==> config.mk <==
export PLATFORM = sky130hd
export DESIGN_NAME = bmp_window_crop_stream_core
export DESIGN_NICKNAME = d
export VERILOG_FILES = /design/src/rtl/bwc_pkg.sv /design/src/rtl/bmp_window_crop_stream_core.sv /design/src/rtl/bwc_front.sv /design/src/rtl/bwc_queue.sv /design/src/rtl/bwc_back.sv
export SDC_FILE = /design/constraint.sdc
export NUM_CORES = 1
export LEC_CHECK = 0
export BUFFER_PORTS_ARGS = -buffer_cell sky130_fd_sc_hd__buf_4
export CORE_ASPECT_RATIO = 0.9
export CORE_MARGIN = 3
export CORE_UTILIZATION = 31
export CTS_BUF_LIST = sky130_fd_sc_hd__clkbuf_4 sky130_fd_sc_hd__clkbuf_8
export DETAILED_ROUTE_END_ITERATION = 8
export MAX_ROUTING_LAYER = met4
export PLACE_DENSITY = 0.53
export SETUP_SLACK_MARGIN = 0.1
export SKIP_LAST_GASP = 1
export SLEW_MARGIN = 10
export SYNTH_ARGS = -nofsm -noshare
export SYNTH_HDL_FRONTEND = slang
export SYNTH_SLANG_ARGS = --single-unit
==> constraint.sdc <==
create_clock -name aclk -period 11.4 [get_ports aclk]
set_input_delay 1.71 -clock aclk [delete_from_list [all_inputs] [get_ports aclk]]
set_output_delay 1.71 -clock aclk [all_outputs]
set_load 0.005 [all_outputs]
==> src/rtl/bwc_pkg.sv <==
package bwc_pkg;

    // Output rows are padded to this many bytes
    localparam int ALIGN_BYTES = 4;
    localparam int ALIGN_W     = $clog2(ALIGN_BYTES);

    // Width of the byte and row arithmetic (holds any stride or window edge)
    localparam int XW = 16;

    // Configuration port
    localparam int CFG_ADDR_W = 3;
    localparam int CFG_DATA_W = 13;

    // Pixel byte and register field widths
    localparam int BYTE_W  = 8;
    localparam int SIZE_W  = 13;
    localparam int POS_W   = 12;
    localparam int BPP_W   = 2;
    localparam logic [BPP_W-1:0] BPP_16BIT = 2'd2;
    localparam logic [BYTE_W-1:0] PAD_BYTE = 8'h00;

    // Result sideband bits on m_tuser
    localparam int USER_W          = 4;
    localparam int USER_IS_PADDING = 0;
    localparam int USER_ROW_END    = 1;
    localparam int USER_WIN_ERROR  = 2;
    localparam int USER_RUN_LAST   = 3;

    // Queue between front and back
    localparam int Q_DEPTH = 4;
    localparam int Q_PTR_W = $clog2(Q_DEPTH);

    typedef enum logic [CFG_ADDR_W-1:0] {
        REG_SRC_WIDTH   = 3'd0,
        REG_SRC_HEIGHT  = 3'd1,
        REG_BPP         = 3'd2,
        REG_CROP_X      = 3'd3,
        REG_CROP_Y      = 3'd4,
        REG_CROP_WIDTH  = 3'd5,
        REG_CROP_HEIGHT = 3'd6
    } cfg_reg_t;

    // One classified input byte, queued for the back end
    typedef struct packed {
        logic [BYTE_W-1:0]  data;
        logic               err;
        logic               row_last;
        logic               frame_last;
        logic [ALIGN_W-1:0] pad;
    } bwc_entry_t;

endpackage

==> src/rtl/bmp_window_crop_stream_core.sv <==
// Streaming crop of raw BMP pixel data. Source bytes enter on s_ one per
// transaction in stored row order, source row padding included; bytes inside
// the crop window leave on m_, each window row followed by zero bytes up to a
// 4-byte boundary, with row end, frame end and run end flagged. The block takes
// one input byte per cycle while the queue is not full; the output side emits
// one byte per cycle while m_tready is high, so a window row end that needs
// padding adds up to 3 bytes, absorbed by a 4-entry queue between the classifying
// front end and the expanding back end. Bytes are registered in the queue and
// at the output. If the window does not fit the source image (or a size is zero
// or above MAX_WIDTH / MAX_HEIGHT) every input byte yields one error transaction.
// Any write to a defined register restarts the frame; write registers only while
// the stream is idle. A bytes_per_pixel value other than 2 is taken as 3.
module bmp_window_crop_stream_core #(
    parameter int MAX_WIDTH  = 4096,
    parameter int MAX_HEIGHT = 4096
) (
    input  logic                           aclk,
    input  logic                           aresetn,
    input  logic                           cfg_wr_en,
    input  logic [bwc_pkg::CFG_ADDR_W-1:0] cfg_addr,
    input  logic [bwc_pkg::CFG_DATA_W-1:0] cfg_wr_data,
    input  logic                           s_tvalid,
    output logic                           s_tready,
    input  logic [bwc_pkg::BYTE_W-1:0]     s_tdata,   // pixel_byte
    output logic                           m_tvalid,
    input  logic                           m_tready,
    output logic [bwc_pkg::BYTE_W-1:0]     m_tdata,   // out_byte
    output logic                           m_tlast,   // frame_end
    output logic [bwc_pkg::USER_W-1:0]     m_tuser    // is_padding, row_end, window_error, run_last
);
    import bwc_pkg::*;

    bwc_entry_t push_entry, head;
    logic       q_push, q_pop, q_empty, q_full;

    bwc_front #(
        .MAX_WIDTH  (MAX_WIDTH),
        .MAX_HEIGHT (MAX_HEIGHT)
    ) u_front (
        .aclk        (aclk),
        .aresetn     (aresetn),
        .cfg_wr_en   (cfg_wr_en),
        .cfg_addr    (cfg_addr),
        .cfg_wr_data (cfg_wr_data),
        .s_tvalid    (s_tvalid),
        .s_tready    (s_tready),
        .s_tdata     (s_tdata),
        .q_full      (q_full),
        .q_push      (q_push),
        .q_entry     (push_entry)
    );

    bwc_queue u_queue (
        .aclk       (aclk),
        .aresetn    (aresetn),
        .push       (q_push),
        .push_entry (push_entry),
        .pop        (q_pop),
        .head       (head),
        .empty      (q_empty),
        .full       (q_full)
    );

    bwc_back u_back (
        .aclk     (aclk),
        .aresetn  (aresetn),
        .head     (head),
        .q_empty  (q_empty),
        .q_pop    (q_pop),
        .m_tvalid (m_tvalid),
        .m_tready (m_tready),
        .m_tdata  (m_tdata),
        .m_tlast  (m_tlast),
        .m_tuser  (m_tuser)
    );

endmodule

==> src/rtl/bwc_front.sv <==
module bwc_front #(
    parameter int MAX_WIDTH  = 4096,
    parameter int MAX_HEIGHT = 4096
) (
    input  logic                            aclk,
    input  logic                            aresetn,
    input  logic                            cfg_wr_en,
    input  logic [bwc_pkg::CFG_ADDR_W-1:0]  cfg_addr,
    input  logic [bwc_pkg::CFG_DATA_W-1:0]  cfg_wr_data,
    input  logic                            s_tvalid,
    output logic                            s_tready,
    input  logic [bwc_pkg::BYTE_W-1:0]      s_tdata,
    input  logic                            q_full,
    output logic                            q_push,
    output bwc_pkg::bwc_entry_t             q_entry
);
    import bwc_pkg::*;

    localparam int COL_W = $clog2(MAX_WIDTH * 3 + ALIGN_BYTES);
    localparam int ROW_W = $clog2(MAX_HEIGHT);
    localparam logic [XW-1:0] MAX_W_L = XW'(MAX_WIDTH);
    localparam logic [XW-1:0] MAX_H_L = XW'(MAX_HEIGHT);

    function automatic logic [XW-1:0] times_bpp(input logic [XW-1:0] v, input logic bpp3);
        logic [XW-1:0] r;
        r = (v << 1) + (bpp3 ? v : '0);
        return r;
    endfunction

    // configuration registers
    logic [SIZE_W-1:0] src_width_reg, src_height_reg, crop_width_reg, crop_height_reg;
    logic [POS_W-1:0]  crop_x_reg, crop_y_reg;
    logic [BPP_W-1:0]  bpp_reg;

    // position counters
    logic [COL_W-1:0] col_reg, col_next;
    logic [ROW_W-1:0] row_reg, row_next;

    logic              bpp3;
    logic              err;
    logic [XW-1:0]     src_bytes, stride, first_byte, end_byte, crop_bytes;
    logic [XW-1:0]     win_right, win_bottom, col_x, row_x, col_inc, row_inc;
    logic [ALIGN_W-1:0] src_pad, row_pad;
    logic              in_window, row_last, frame_last, accept, cfg_hit;

    // derived window geometry
    always_comb begin
        bpp3       = (bpp_reg != BPP_16BIT);
        win_right  = XW'(crop_x_reg) + XW'(crop_width_reg);
        win_bottom = XW'(crop_y_reg) + XW'(crop_height_reg);
        err = (src_width_reg == '0) || (XW'(src_width_reg) > MAX_W_L) ||
              (src_height_reg == '0) || (XW'(src_height_reg) > MAX_H_L) ||
              (crop_width_reg == '0) || (crop_height_reg == '0) ||
              (win_right > XW'(src_width_reg)) || (win_bottom > XW'(src_height_reg));
        src_bytes  = times_bpp(XW'(src_width_reg), bpp3);
        src_pad    = ALIGN_W'(0) - src_bytes[ALIGN_W-1:0];
        stride     = src_bytes + XW'(src_pad);
        first_byte = times_bpp(XW'(crop_x_reg), bpp3);
        end_byte   = times_bpp(win_right, bpp3);
        crop_bytes = times_bpp(XW'(crop_width_reg), bpp3);
        row_pad    = ALIGN_W'(0) - crop_bytes[ALIGN_W-1:0];
    end

    // classify the incoming byte
    always_comb begin
        col_x      = XW'(col_reg);
        row_x      = XW'(row_reg);
        in_window  = (row_x >= XW'(crop_y_reg)) && (row_x < win_bottom) &&
                     (col_x >= first_byte) && (col_x < end_byte);
        row_last   = (col_x == end_byte - XW'(1));
        frame_last = row_last && (row_x == win_bottom - XW'(1));
        s_tready   = !q_full;
        accept     = s_tvalid && s_tready;
        q_push     = accept && (err || in_window);
        if (err) begin
            q_entry.data       = '0;
            q_entry.err        = 1'b1;
            q_entry.row_last   = 1'b0;
            q_entry.frame_last = 1'b0;
            q_entry.pad        = '0;
        end else begin
            q_entry.data       = s_tdata;
            q_entry.err        = 1'b0;
            q_entry.row_last   = row_last;
            q_entry.frame_last = frame_last;
            q_entry.pad        = row_last ? row_pad : '0;
        end
    end

    // column and row stepping; error holds the counters
    always_comb begin
        col_inc  = col_x + XW'(1);
        row_inc  = row_x + XW'(1);
        col_next = col_reg;
        row_next = row_reg;
        if (accept && !err) begin
            if (col_inc >= stride) begin
                col_next = '0;
                row_next = (row_inc >= XW'(src_height_reg)) ? '0 : ROW_W'(row_inc);
            end else begin
                col_next = COL_W'(col_inc);
            end
        end
    end

    always_comb begin
        case (cfg_addr)
            REG_SRC_WIDTH, REG_SRC_HEIGHT, REG_BPP, REG_CROP_X,
            REG_CROP_Y, REG_CROP_WIDTH, REG_CROP_HEIGHT: cfg_hit = cfg_wr_en;
            default: cfg_hit = 1'b0;
        endcase
    end

    always_ff @(posedge aclk) begin
        if (!aresetn) begin
            src_width_reg   <= SIZE_W'(1);
            src_height_reg  <= SIZE_W'(1);
            bpp_reg         <= BPP_W'(3);
            crop_x_reg      <= '0;
            crop_y_reg      <= '0;
            crop_width_reg  <= SIZE_W'(1);
            crop_height_reg <= SIZE_W'(1);
            col_reg         <= '0;
            row_reg         <= '0;
        end else if (cfg_hit) begin
            case (cfg_addr)
                REG_SRC_WIDTH:   src_width_reg   <= cfg_wr_data;
                REG_SRC_HEIGHT:  src_height_reg  <= cfg_wr_data;
                REG_BPP:         bpp_reg         <= cfg_wr_data[BPP_W-1:0];
                REG_CROP_X:      crop_x_reg      <= cfg_wr_data[POS_W-1:0];
                REG_CROP_Y:      crop_y_reg      <= cfg_wr_data[POS_W-1:0];
                REG_CROP_WIDTH:  crop_width_reg  <= cfg_wr_data;
                REG_CROP_HEIGHT: crop_height_reg <= cfg_wr_data;
                default: ;
            endcase
            // any register write starts a new frame
            col_reg <= '0;
            row_reg <= '0;
        end else begin
            col_reg <= col_next;
            row_reg <= row_next;
        end
    end

endmodule

==> src/rtl/bwc_queue.sv <==
module bwc_queue (
    input  logic                aclk,
    input  logic                aresetn,
    input  logic                push,
    input  bwc_pkg::bwc_entry_t push_entry,
    input  logic                pop,
    output bwc_pkg::bwc_entry_t head,
    output logic                empty,
    output logic                full
);
    import bwc_pkg::*;

    bwc_entry_t          slot_reg [Q_DEPTH];
    logic [Q_PTR_W-1:0]  wr_ptr_reg, rd_ptr_reg;
    logic [Q_PTR_W:0]    count_reg, count_next;
    logic                do_push, do_pop;

    always_comb begin
        empty   = (count_reg == '0);
        full    = (count_reg == (Q_PTR_W + 1)'(Q_DEPTH));
        do_push = push && !full;
        do_pop  = pop && !empty;
        head    = slot_reg[rd_ptr_reg];
        count_next = count_reg + (Q_PTR_W + 1)'(do_push) - (Q_PTR_W + 1)'(do_pop);
    end

    // pointers and fill level
    always_ff @(posedge aclk) begin
        if (!aresetn) begin
            wr_ptr_reg <= '0;
            rd_ptr_reg <= '0;
            count_reg  <= '0;
        end else begin
            if (do_push) wr_ptr_reg <= wr_ptr_reg + Q_PTR_W'(1);
            if (do_pop)  rd_ptr_reg <= rd_ptr_reg + Q_PTR_W'(1);
            count_reg <= count_next;
        end
    end

    // entry storage
    always_ff @(posedge aclk) begin
        if (do_push) slot_reg[wr_ptr_reg] <= push_entry;
    end

endmodule

==> src/rtl/bwc_back.sv <==
module bwc_back (
    input  logic                         aclk,
    input  logic                         aresetn,
    input  bwc_pkg::bwc_entry_t          head,
    input  logic                         q_empty,
    output logic                         q_pop,
    output logic                         m_tvalid,
    input  logic                         m_tready,
    output logic [bwc_pkg::BYTE_W-1:0]   m_tdata,   // out_byte
    output logic                         m_tlast,   // frame_end
    output logic [bwc_pkg::USER_W-1:0]   m_tuser    // is_padding, row_end, window_error, run_last
);
    import bwc_pkg::*;

    logic [ALIGN_W-1:0] step_reg, step_next;
    logic               m_tvalid_reg, m_tvalid_next;
    logic [BYTE_W-1:0]  m_tdata_reg, m_tdata_next;
    logic               m_tlast_reg, m_tlast_next;
    logic [USER_W-1:0]  m_tuser_reg, m_tuser_next;
    logic               out_free, fire, is_pad, last_step;

    // expand the head entry: data byte first, then its padding bytes
    always_comb begin
        out_free  = !m_tvalid_reg || m_tready;
        fire      = out_free && !q_empty;
        is_pad    = (step_reg != '0);
        last_step = (step_reg == head.pad);
        q_pop     = fire && last_step;

        step_next = step_reg;
        if (q_pop) begin
            step_next = '0;
        end else if (fire) begin
            step_next = step_reg + ALIGN_W'(1);
        end

        m_tvalid_next = fire ? 1'b1 : (m_tready ? 1'b0 : m_tvalid_reg);
        m_tdata_next  = m_tdata_reg;
        m_tlast_next  = m_tlast_reg;
        m_tuser_next  = m_tuser_reg;
        if (fire) begin
            m_tdata_next                  = is_pad ? PAD_BYTE : head.data;
            m_tlast_next                  = last_step && head.frame_last;
            m_tuser_next[USER_IS_PADDING] = is_pad;
            m_tuser_next[USER_ROW_END]    = last_step && (is_pad || head.row_last);
            m_tuser_next[USER_WIN_ERROR]  = head.err;
            m_tuser_next[USER_RUN_LAST]   = last_step;
        end
    end

    always_ff @(posedge aclk) begin
        if (!aresetn) begin
            step_reg     <= '0;
            m_tvalid_reg <= 1'b0;
        end else begin
            step_reg     <= step_next;
            m_tvalid_reg <= m_tvalid_next;
        end
    end

    // output payload register
    always_ff @(posedge aclk) begin
        m_tdata_reg <= m_tdata_next;
        m_tlast_reg <= m_tlast_next;
        m_tuser_reg <= m_tuser_next;
    end

    assign m_tvalid = m_tvalid_reg;
    assign m_tdata  = m_tdata_reg;
    assign m_tlast  = m_tlast_reg;
    assign m_tuser  = m_tuser_reg;

endmodule

* After elaboration in Yosys (flattened, before gate mapping)
Memories as Yosys holds them, arrays and structs flattened. A register that Yosys moved wholly into a read port is not among the register bits.
Index checks and enable logic that the tools add are counted.
** Word-level totals
- Bits of input ports :: 29
- Memories kept :: 1
- Flip-flop bits (word level) :: 127
- Output and inout bits :: 15
- Bits in writable memories :: 52
- Word-level logic and storage cells :: 119
** Operators by class
- Add/subtract/negate cells :: 18
- Equality and inequality tests :: 11
- Muxes and demuxes :: 15
- Order comparisons :: 10
- Reductions and logical operators :: 46
- Bitwise gates (word level) :: 1
** Memory list
- u_queue.slot_reg :: words 4, width 13, rd ports 1, clocked after Yosys merged registers in 1, write ports 1, RTL line bwc_queue.sv:13 : bwc_entry_t slot_reg [Q_DEPTH];
** Operator list (count)
- zero test 13 bit :: 4
- greater-than comparator 16 x 13 -> 1 bit :: 2
- subtractor 16 x 1 -> 16 bit, second input constant :: 2
- adder 12 x 13 -> 14 bit :: 2
- greater-than comparator 13 bit, second input constant :: 2
- two-way mux 13 bit :: 2
- two-way mux 12 bit :: 2
- adder 13 x 16 -> 16 bit :: 1
- adder 14 x 16 -> 16 bit :: 1
- adder 16 bit :: 1
- adder 16 x 2 -> 16 bit :: 1
- equality test 12 x 16 -> 1 bit :: 1
- equality test 14 x 16 -> 1 bit :: 1
- >= comparator 14 x 16 -> 1 bit :: 1
- >= comparator 16 x 13 -> 1 bit :: 1
- >= comparator 16 bit :: 1
- < comparator 12 x 16 -> 1 bit :: 1
- < comparator 14 x 16 -> 1 bit :: 1
- two-way mux 16 bit :: 1
- AND reduction 2 bit :: 8
- adder 14 x 1 -> 15 bit, second input constant :: 1
- two-way mux 14 bit :: 1
- adder 12 x 1 -> 13 bit, second input constant :: 1
- logical AND 1 bit :: 13
- other kinds (20) :: 49

* Longest topological paths before layout
- Word-level depth :: 13
- Gate-level depth with buffers :: 33
- Depth with buffers taken out :: 32

* Modules after synthesis
A second synthesis with hierarchy kept.
** Second synthesis, totals
- Cells, all modules :: 1559
- Area, all modules :: 13950.9 um^2
** Modules (own cells, without submodules)
- bwc_front :: area an instance 10928.0 um^2, cells each 1394, seq. area each 2082.0 um^2, times used 1
- bwc_queue :: area an instance 2373.5 um^2, cells each 118, seq. area each 1741.7 um^2, times used 1
- bwc_back :: area an instance 649.4 um^2, cells each 47, seq. area each 450.4 um^2, times used 1

* Worst setup path before layout
OpenSTA, ideal clock, no wires.
- Path kind :: register -> register
- Start :: reg u_front.crop_x_reg[0]
- End :: reg u_queue.count_reg[2]
- Path buffers :: 0
- Period minus slack after synthesis :: 5.295 ns
- Setup slack :: 6.105 ns
- Library setup time :: 0.115 ns
- Data arrival time :: 5.180 ns
- Stages on the path, launching flop included :: 28
- Required time :: 11.285 ns
- Path through :: dfxtp_1 > ha_1 > fa_1 > inv_1 > nor2_1 > ha_1 > inv_1 > fa_1 > nor2b_1 > o21ai_1 > o22ai_1 > nor2_1 > xor2_1 > ha_1 > a2111oi_0 > a21oi_1 > a22o_1 > o21ai_1 > a21oi_1 > nor3_1 > nor4_4 > inv_1 > ha_1 > inv_1 > fa_1 > xnor2_1 > xnor2_1 > and2_1
** On the way
- Cells in the longest elaborated chain, start to end :: 10
- Elaborated cells between the ends (all ways) :: 17
- Those cells by class :: 5 x add/sub; 3 x order compare; 2 x mux; 7 x reduce/logical
** RTL lines
- from (decl) :: RTL line bwc_front.sv:32 : logic [POS_W-1:0] crop_x_reg, crop_y_reg;
- from (signal assigned) :: RTL line bwc_front.sv:130 : REG_CROP_X: crop_x_reg <= cfg_wr_data[POS_W-1:0];
- adder 12 x 13 -> 14 bit or two-way mux 12 bit (tied branches) :: RTL line bwc_front.sv:49, bwc_front.sv:26
- two-way mux 16 bit or adder 13 x 16 -> 16 bit (tied branches) :: RTL line bwc_front.sv:26 : r = (v << 1) + (bpp3 ? v : '0);
- adder 16 bit or >= comparator 14 x 16 -> 1 bit (tied branches) :: RTL line bwc_front.sv:26, bwc_front.sv:69
- < comparator 14 x 16 -> 1 bit or logical AND 1 bit (tied branches) :: RTL line bwc_front.sv:69, bwc_front.sv:68
- logical AND 1 bit :: RTL line bwc_front.sv:69 : (col_x >= first_byte) && (col_x < end_byte);
- logical OR 1 bit * :: RTL line bwc_front.sv:74 : q_push = accept && (err || in_window);
- logical AND 1 bit * :: RTL line bwc_front.sv:74
- logical AND 1 bit * :: RTL line bwc_queue.sv:21 : do_push = push && !full;
- adder 3 x 1 -> 3 bit * :: RTL line bwc_queue.sv:24 : count_next = count_reg + (Q_PTR_W + 1)'(do_push) - (Q_PTR_W + 1)'(do_pop);
- subtractor 3 x 1 -> 3 bit * :: RTL line bwc_queue.sv:24
- to (signal assigned) :: RTL line bwc_queue.sv:36 : count_reg <= count_next;
- to (decl) :: RTL line bwc_queue.sv:15 : logic [Q_PTR_W:0] count_reg, count_next;
Every way passes the cells marked *; elsewhere a longest branch is shown, timed or not.
A chain may end at the register's enable or synchronous reset.

==> metrics.md <==
| Metric | Value |
|---|---|
| R2r startpoint | u_front.crop_y_reg[0] |
| Post-cts sizing count | 0 |
| Root buffer cell | clkbuf_8 |
| Design area | 14900 um^2 |
| DP Area | 14400 um^2 |
| Final Hold Fails | 0 |
| Synth cell types | 78 |
| Unrepaired setup endpoints after global routing | false |
| Seq/Total Area, Yosys | 31.6% |
| Number of synthesized flops with an enable pin | 65 |
| Worst slew pin tran | 1050 ps |
| H-tree depth | 4 |
| WS Path Type | flip-flop to flip-flop |
| FMAX | 0.157 GHz |
| Area share of the largest cell type after synthesis | 17.2% |
| GR Util All Layers | 16.7% |
| Post-Syn Instances | 1534 |
| PD cells | 119 nW/um^2 |
| Largest area contributor in the netlist | dfxtp_1 |
| Final core utilization | 35.0% |
| Total die area | 46200 um^2 |
| Slowest cell on the critical path | or4b_1 |
| Largest net degree at the start of global routing | 94 |
| Slew Viols, Final | 0 |
| Skew-Pair Late Insertion Delay | 500 ps |
| Nets | 1765 |
| 1st-iter DRT viols | 699 |
| Fin crit period | 6380 ps |
| CTS tree | yes |
| DP HPWL | 28.3 mm |
| Final worst slack | 5020 ps |
| Peak supply drop | 0.0000741 V |
| Hold slack final | 492 ps |
| Endpoints failing setup | 0 |
| Reg2reg setup slack | 5020 ps |
| Area occupied by multi-input gates | 8700 um^2 |
| TritonCTS Buffers | 17 |
| CP Cell Sequence | ha_1, fa_1, a211oi_1, nor2_1, or2_2, a21oi_1, nor2b_1, nor2_1, xnor2_1, ha_1, and3_1, nand3_1, nor4_1, a21oi_1, o21ai_0, nand4_1, or4b_1, a2111oi_4, o211ai_2, nor4_2 |
| IO buf count | 43 |
| First-pass GRT wire length | 58.7 mm |
| DRT antenna net count | 0 |
| Die width | 226 um |
| Die Span Y | 204 um |
| Io pins | 44 |
| Initial core utilization | 31.9% |
| CP max stage delay | 830 ps |
| Crit-path max FO | 17 |
| FF+latch area | 4270 um^2 |
| Synthesized cell area | 13500 um^2 |
| Leakage power | 6.01 nW |
| CTS Buffer Depth | 2 |
| Post-route insts no fill | 2120 |
| Area Growth Syn to Fin | 9.85% |
| Outcome | completed |
| Async set or reset register ratio after synthesis | 0% |
| Drt pass-1 iters | 5 |
| Post-CTS Hold Fix Bufs | 0 |
| Hold_sp | u_front.src_height_reg[9] |
| Placed Cells | 2088 |
| Setup_tns | 0 ps |
| Fin crit share | 56.0% |
| DRC | 0 |
| Most common cell after layout, fill and taps aside | nand2_1 |
| Max FFs per register | 52 |
| Core area | 42500 um^2 |
| Drt wl/cell | 17.2 um |
| Worst Skew | 24.0 ps |
| Gpl congestion | 0.846 |
| GR Overflow Total | 0 |
| Vias | 10600 |
| Crit start category | flip-flop |
| Cell types occupying the most area after synthesis | dfxtp_1 17%, ha_1 16%, edfxtp_1 14% |
| Ys flop type | dfxtp_1 |
| WL final | 36.4 mm |
| Pre-CTS setup slack | 4920 ps |
| Setup crit start | u_front.crop_y_reg[0] |
| Core Rows | 71 |
| Ant diodes | 0 |
| Arr. time, crit path | 6610 ps |
| Via density | 4.99 |
| Post-CTS Setup Bufs | 0 |
| Syn_area_per_cell | 8.82 um^2 |
| Share of layout cells above drive strength 1 | 7.69% |
| Fillcell total | 4395 |
| YS warnings | 0 |
| Worst hold path class | flip-flop to flip-flop |
| Clk slew on worst S/H paths | 110 ps |
| Synthesis-stage register bit count | 181 |
| TritonCTS Sinks | 181 |
| Total chip power | 1.78 mW |
| Vias in the first global route | 10500 |
| Initial antenna violation count | 0 |
| Most frequent cells in the layout | 224 x nand2_1, 170 x ha_1, 116 x dfxtp_1 |
| Max capacitance violation total | 0 |
| Required @ worst endpoint | 11630 ps |
| Kind of end point of the critical path | flip-flop |
| Slew headroom | 29.3% |
| Post-synth net total | 1739 |
[routing by layer]
metal,GRT usage (%),share of wire (%),routed length (um),vias up
li1,-,-,-,5404
met1,22.7,49,18000,5022
met2,27.0,47,17100,134
met3,2.28,3.1,1140,13
met4,2.80,0.70,255,0
met5,-,0,0,-
[power by group]
part / total, mW / internal, mW / switching [mW]
combinational: 0.468 / 0.213 / 0.255
clock: 0.480 / 0.205 / 0.275
sequential: 0.828 / 0.782 / 0.0457
total: 1.78 / 1.20 / 0.576
[path summary, 6_finish.rpt]
| check | to | cells after the start |
|---|---|---|
| max | u_queue.slot_reg[2][2] | 20 |
| min | u_front.src_height_reg[9] | 2 |
| max reg2reg | u_queue.slot_reg[2][2] | 20 |
| min reg2reg | u_front.src_height_reg[9] | 2 |
[synthesized netlist by cell type (10+ instances only)]
cell	count
and2_1	39
nor2b_1	20
o21bai_1	10
mux4_2	13
dfxtp_1	116
a21o_1	27
nor2_1	103
o21ai_0	38
and3_1	24
nor3_1	24
clkbuf_1	38
a21boi_0	76
o21a_1	19
xnor2_1	89
inv_1	107
nand3_1	39
o21ai_1	12
a21oi_1	83
nand2b_1	18
ha_1	170
nand2_1	224
nor4_1	16
xor2_1	42
edfxtp_1	65
[final cells by class]
| class | instances | share of cell area [%] |
|---|---|---|
| Clock inverter | 15 | 1.31 |
| Inverter | 107 | 2.70 |
| Multi-Input combinational cell | 1202 | 58.5 |
| Sequential cell | 181 | 28.7 |
| Clock buffer | 17 | 1.57 |
| Timing Repair Buffer | 51 | 2.57 |
| Tap cell | 547 | 4.60 |
[worst max-delay path, delay by kind of cell, from the launching register on]
kind	cells	cell delay (ps)
fa+ha+maj	3	960
xor+xnor	1	130
compound gates	6	1230
simple gates	10	3420
flops	1	340
[logic make-up after synthesis]
family | count (synthesis) | share of synthesized area [%]
AO/OA/AOI/OAI | 321 | 16.4
XOR/XNOR | 136 | 9.40
adder cells (fa/ha/maj) | 176 | 16.6
buffers and inverters | 151 | 4.21
flip-flops | 181 | 31.6
multiplexers | 17 | 2.46
AND/OR/NAND/NOR | 552 | 19.4
(Power assumes the default switching activity.)
